## config.mk

```make
export PLATFORM = sky130hd
export DESIGN_NAME = sab_ctrl
export DESIGN_NICKNAME = d
export VERILOG_FILES = /design/src/rtl/sab_pkg.sv /design/src/rtl/sab_ctrl.sv
export SDC_FILE = /design/constraint.sdc
export NUM_CORES = 1
export LEC_CHECK = 0
export ABC_AREA = 1
export BUFFER_PORTS_ARGS = -buffer_cell sky130_fd_sc_hd__buf_2
export CAP_MARGIN = 5
export CORE_AREA = 2 2 39 41
export CTS_CLUSTER_SIZE = 30
export DETAILED_ROUTE_END_ITERATION = 10
export DIE_AREA = 0 0 41 43
export GPL_TIMING_DRIVEN = 0
export SLEW_MARGIN = 15
export SYNTH_ARGS = -nofsm -noshare
export SYNTH_HDL_FRONTEND = slang
export SYNTH_SLANG_ARGS = --single-unit
```

## constraint.sdc

```tcl
create_clock -name i_clk -period 2.4 [get_ports i_clk]
set_clock_uncertainty 0.15 [all_clocks]
set_input_delay 0.48 -clock i_clk [delete_from_list [all_inputs] [get_ports i_clk]]
set_output_delay 0.48 -clock i_clk [all_outputs]
set_load 0.02 [all_outputs]
```

## src/rtl/sab_pkg.sv

```systemverilog
// sab_pkg: shared types and constants for the sector allocation bitmap
// holds the request/response payload structs and the controller/datapath
// command and status bundles; no dependencies
`default_nettype none

package sab_pkg;

    localparam int unsigned NUM_SECTORS_DEF = 65536;
    localparam logic [30:0] DATA_OFFSET_RST = 31'd9728;
    localparam int unsigned SECTOR_SHIFT = 9;     // 512-byte sectors
    localparam logic [7:0]  BYTE_FULL = 8'hFF;

    localparam logic ACT_QUERY = 1'b0;
    localparam logic ACT_MARK  = 1'b1;

    typedef struct packed {
        logic        action;
        logic [15:0] sector;
        logic [16:0] count;
    } t_req;

    typedef struct packed {
        logic        status;
        logic        allocated;
        logic [16:0] run_length;
        logic [30:0] image_offset;
    } t_rsp;

    // controller -> datapath
    typedef struct packed {
        logic clr_wr;     // write zero at the sweep address and step
        logic load;       // capture an accepted item
        logic rd;         // read the current bitmap byte
        logic rd_next;    // read the byte after the current one
        logic adv;        // step to the next byte
        logic q_eval;     // evaluate the byte just read for a query
        logic wr_full;    // write all ones to the current byte
        logic wr_or;      // write read data or'ed with the range mask
        logic out_load;   // move the result into the output register
    } t_cmd;

    // datapath -> controller
    typedef struct packed {
        logic clr_last;   // sweep is at the last bitmap byte
        logic oor;        // request runs past the last sector
        logic zero_cnt;   // request count is zero
        logic is_mark;    // request is a mark
        logic last_byte;  // current byte holds the last sector of the range
        logic mask_full;  // range covers the whole current byte
        logic hit;        // a differing bit inside the range was found
        logic out_free;   // output register can take a result
    } t_stat;

endpackage

`default_nettype wire

```

## src/rtl/sab_ctrl.sv

```systemverilog
// sab_ctrl: sequencer for the sector allocation bitmap
// runs the clearing sweep, the mark read-modify-write walk and the query walk
// depends on sab_pkg
`default_nettype none

module sab_ctrl
    import sab_pkg::*;
(
    input  wire logic  i_clk,
    input  wire logic  i_rst_n,
    input  wire logic  i_req_valid,
    output logic       o_req_ready,
    output t_cmd       o_cmd,
    input  wire t_stat i_stat
);

    typedef enum logic [2:0] {
        ST_CLR,
        ST_IDLE,
        ST_CHECK,
        ST_MK,
        ST_MK_WR,
        ST_Q_RD,
        ST_Q_EV,
        ST_RESP
    } t_state;

    t_state r_state;
    t_state n_state;

    always_ff @(posedge i_clk) begin
        if (!i_rst_n) begin
            r_state <= ST_CLR;
        end else begin
            r_state <= n_state;
        end
    end

    always_comb begin
        n_state     = r_state;
        o_cmd       = '0;
        o_req_ready = 1'b0;
        unique case (r_state)
            ST_CLR: begin
                o_cmd.clr_wr = 1'b1;
                if (i_stat.clr_last) begin
                    n_state = ST_IDLE;
                end
            end
            ST_IDLE: begin
                o_req_ready = 1'b1;
                if (i_req_valid) begin
                    o_cmd.load = 1'b1;
                    n_state    = ST_CHECK;
                end
            end
            ST_CHECK: begin
                priority if (i_stat.oor) begin
                    n_state = ST_RESP;
                end else if (i_stat.is_mark) begin
                    n_state = i_stat.zero_cnt ? ST_RESP : ST_MK;
                end else begin
                    o_cmd.rd = 1'b1;
                    n_state  = ST_Q_RD;
                end
            end
            ST_MK: begin
                if (i_stat.mask_full) begin
                    // whole byte in range: no read needed
                    o_cmd.wr_full = 1'b1;
                    if (i_stat.last_byte) begin
                        n_state = ST_RESP;
                    end else begin
                        o_cmd.adv = 1'b1;
                    end
                end else begin
                    o_cmd.rd = 1'b1;
                    n_state  = ST_MK_WR;
                end
            end
            ST_MK_WR: begin
                o_cmd.wr_or = 1'b1;
                if (i_stat.last_byte) begin
                    n_state = ST_RESP;
                end else begin
                    o_cmd.adv = 1'b1;
                    n_state   = ST_MK;
                end
            end
            ST_Q_RD: begin
                n_state = ST_Q_EV;
            end
            ST_Q_EV: begin
                o_cmd.q_eval = 1'b1;
                if (i_stat.hit || i_stat.last_byte || i_stat.zero_cnt) begin
                    n_state = ST_RESP;
                end else begin
                    // fetch the next byte while this one is judged
                    o_cmd.adv     = 1'b1;
                    o_cmd.rd_next = 1'b1;
                end
            end
            ST_RESP: begin
                if (i_stat.out_free) begin
                    o_cmd.out_load = 1'b1;
                    n_state        = ST_IDLE;
                end
            end
            default: begin
                n_state = ST_IDLE;
            end
        endcase
    end

endmodule

`default_nettype wire

```

==> Yosys cells after proc, flatten, opt, wreduce, memory -nomap -nowiden <==
Index checks and enable logic that the tools add are counted.
{ "totals": {"regBits": 3, "latchBits": 0, "mem_bits_rw": 0, "mem_bits_ro": 0, "inputBits": 11, "word_cells": 47, "mem_count": 0} }
{ "classes": {"addsub": 0, "multipliers": 0, "div": 0, "magnitude_cmp": 0, "eq_ne": 12, "n_shift": 0, "muxes": 30, "n_bitwise": 0, "n_reduce_logical": 4} }
{ "ops": {"columns": ["cell", "n"], "rows": [
  ["$mux 3", 10],
  ["$pmux 3 s8", 1],
  ["$mux 1", 16],
  ["$eq 3x3->1 const B", 4],
  ["$ne 2x2->1 const B", 4],
  ["$eq 3x2->1 const B", 2],
  ["$reduce_and 5->1", 1],
  ["$eq 3x1->1 const B", 1],
  ["$logic_not 3->1", 1],
  ["$ne 3x3->1 const B", 1],
  ["$pmux 1 s3", 1],
  ["$logic_or 1x1->1", 2],
  ["$mux 2", 1],
  ["$pmux 1 s2", 1]
]} }

==> Logic depth before layout (Yosys ltp) <==
{ "depth": {"depth_word": 4, "mapped_depth": 10, "ltp_nobuf": 9} }

==> Least setup slack after synthesis <==
OpenSTA, ideal clock, no wires.
{ "synth_timing": {"kind": "reg-to-output", "from": "register r_state[1]", "to": "output o_cmd[4] (netlist name)", "arrival_time_ns": 1.255, "required_ns": 1.770, "slack_ns": 0.515, "stages_incl_launch_ff": 7, "cell_sequence": "dfxtp_1 > buf_6 > nor2_2 > nand2_1 > nand2_1 > inv_1 > o21ai_0"} }
{ "synth_rtl": {"columns": ["element", "line_no", "text"], "rows": [
  ["start, declared", "sab_ctrl.sv:28", "t_state r_state;"],
  ["start signal, assigned", "sab_ctrl.sv:35", "r_state <= n_state;"],
  ["end, declared", "sab_ctrl.sv:13", "output t_cmd o_cmd,"]
]} }

==> flow_summary_export.csv <==
group,metric,value,unit
status,status,"finished clean",
logic_synthesis,yosys_warnings,0,
logic_synthesis,synth_common_cells,"nand2_1 (22), inv_1 (14), nor2_1 (8)",
worst_setup_path,r2r-start,"r_state[0]",
worst_hold_path,min_from,"i_rst_n",
drt,drtPass1Iterations,4,
place,io_buffers,20,
timing,layout_min_cycle_time,2.046,ns
worst_hold_path,hold_depth,3,
logic_synthesis,syn-num-nets,90,
worst_setup_path,end_kind,"output port",
grt,grt_usage,13.04,%
place,placed_cell_area,568.0,um^2
grt,grt_pass1_vias,432,
timing,setup_viol,0,
cells_and_area,area_delta_synth_final,32.68,%
worst_setup_path,arrival,1.42,ns
grt,grt_remaining_overflow,0,
place,dp_hpwl,831.6,um
timing,period_share,85.25,%
place,post-place-cells,115,
place,pre_cts_slack,0.5054,ns
floorplanning,fp.dieW,41,um
timing,rsz0062_at_grt,"false",
logic_synthesis,synth_most_common_cell,"nand2_1",
clocking,numClockSinks,3,
power_and_ir_drop,power.density,1081,nW/um^2
drt,drc_errors,0,
clocking,holdBufCountCts,0,
drt,drtIter0Drc,8,
grt,grt_max_degree,11,
logic_synthesis,async_flop_share,0,%
clocking,cts_setup_buffers,0,
logic_synthesis,synth-seq-area-share,13.41,%
grt,grt_antenna_before_repair,0,
cells_and_area,nNetsFinal,115,
worst_setup_path,required,1.77,ns
logic_synthesis,synthCells,79,
timing,final-hold-violation-count,0,
logic_synthesis,syn_area_per_cell,5.670,um^2
logic_synthesis,synth_cell_types,18,
logic_synthesis,netlist_top_cells_area,"nand2_1 (18%), dfxtp_1 (13%), inv_1 (12%)",
worst_setup_path,slowest_delay,0.44,ns
cells_and_area,regMostFlops,"r_state",
clocking,cts_max_level,1,
logic_synthesis,synth_area,447.9,um^2
drt,vias,521,
floorplanning,dieArea,1763,um^2
cells_and_area,final_area,594.3,um^2
timing,slew_headroom,84.52,%
floorplanning,num_io_pins,21,
clocking,path_clk_slew,0.04,ns
drt,wirelength,976,um
power_and_ir_drop,leakage,0.0003806,uW
place,place.gp.congestion,0.7686,
cells_and_area,largest_reg_flops,3,
floorplanning,rows,14,
cells_and_area,largestRegisters,"r_state: 3 flops",
logic_synthesis,synthFlopType,"dfxtp_1",
clocking,cts-root-buf,"clkbuf_4",
cells_and_area,instances_no_fill,119,
timing,worst_pin_slew,0.2320,ns
worst_hold_path,hp-class,"primary input to register",
timing,finalWorstSetupSlack,0.3541,ns
drt,via_per_inst,4.378,
worst_setup_path,critPathKind,"register to output port",
cells_and_area,drive_gt1_share,40.78,%
clocking,cts.repair.resized,0,
timing,slew_viol_final,0,
power_and_ir_drop,vdd_drop_max,0.0004234,V
clocking,clock_path_buffers,2,
timing,clock.fmax,488.8,MHz
floorplanning,coreArea,1384,um^2
clocking,cts-buffers-inserted,3,
worst_setup_path,r2r_end,"r_state[1]",
worst_setup_path,cp_cell_sequence,"nand2_2 > nor2_2 > nand2_1 > nand2_1 > inv_1 > o21ai_0 > buf_2",
worst_hold_path,holdPathEnd,"r_state[0]",
worst_setup_path,rrSetupSlack,1.07,ns
drt,wl_per_cell,8.202,um
worst_setup_path,startpoint_type,"register",
grt,grt_pass1_wl,1621,um
run,maxCapViolCount,0,
worst_setup_path,critPathMaxFanout,5,
timing,tns,0,ns
clocking,clk_latency,0.23,ns
logic_synthesis,synth_top_area_share,18.44,%
worst_setup_path,critical_path.most_common_cell,"nand2_1",
drt,detail-route-antenna-nets,0,
worst_setup_path,r2r_cells,8,
logic_synthesis,synth_seq_cells,3,
floorplanning,die_h,43,um
worst_setup_path,crit_slowest_cell,"dfxtp_1",
floorplanning,start_util,32.37,%
clocking,cts_tree,"done",
cells_and_area,diodes,0,
logic_synthesis,synth_area_leader_cell,"nand2_1",
logic_synthesis,synth-edff-count,0,
## logic make-up after synthesis
group           share of synthesized area (%)
simple gates                            58.10
buf+inv                                 20.67
compound gates                          7.820
flops                                   13.41
## worst max-delay path: cells and delay by family, from the launching register on
family / cells / cell delay, ns
flip-flops: 1 / 0.44
AND/OR/NAND/NOR: 4 / 0.38
buffers and inverters: 2 / 0.24
AO/OA/AOI/OAI: 1 / 0.13
## layout by cell type, fill, tap and decap left out
cell	n
nand4_1	1
inv_2	3
a21oi_1	4
inv_4	1
clkbuf_4	3
nor2_2	3
nand3_1	4
nand3_4	1
clkbuf_1	1
buf_6	2
nor3_1	1
inv_1	14
nand2_1	22
buf_2	20
nor2_1	8
nand2_4	2
nand3_2	1
o21ai_0	3
nor2_4	2
nand2_2	4
dfxtp_1	3
## metal layers
layer / wire [um] / track usage (%)
met5: 0 / 0
met4: 0 / 6.000
met3: 46 / 3.141
met2: 469 / 17.81
met1: 460 / 18.59
## power breakdown
group	switching (uW)	total (uW)	internal, uW	leakage, uW
logic	295	466	171	0.000341
registers	18.6	90.6	72.0	0.0000247
clock network	24.0	86.2	62.2	0.0000150
## layout make-up
cell class	count	area (um^2)
multi-input combinational	56	295.3
clock buffer	4	26.28
fill	156	789.5
tap	16	20.02
inverter	18	70.07
timing repair buffer	20	100.1
sequential	3	60.06
buffer	2	22.52
## through the flow
step                hold slack [ns]  utilization (%)  power [uW]
finish                       0.3571            42.95       642.4
global route                 0.3666            42.95       709.4
CTS                          0.3527            42.95       650.9
detailed placement           0.4317            41.05       560.9
global placement             0.4333            41.05       559.0
floorplan                    0.4132                -       462.9
## worst max path at each step
stage                     endpoint  startpoint  cells past startpoint
after global routing      o_cmd[4]  r_state[0]                      7
after global placement    o_cmd[4]   i_stat[3]                      7
after CTS                 o_cmd[4]  r_state[0]                      7
after floorplan           o_cmd[4]  r_state[1]                      6
final                     o_cmd[4]  r_state[0]                      7
after detailed placement  o_cmd[4]   i_stat[3]                      7
Power figures use the tool's default switching activity.
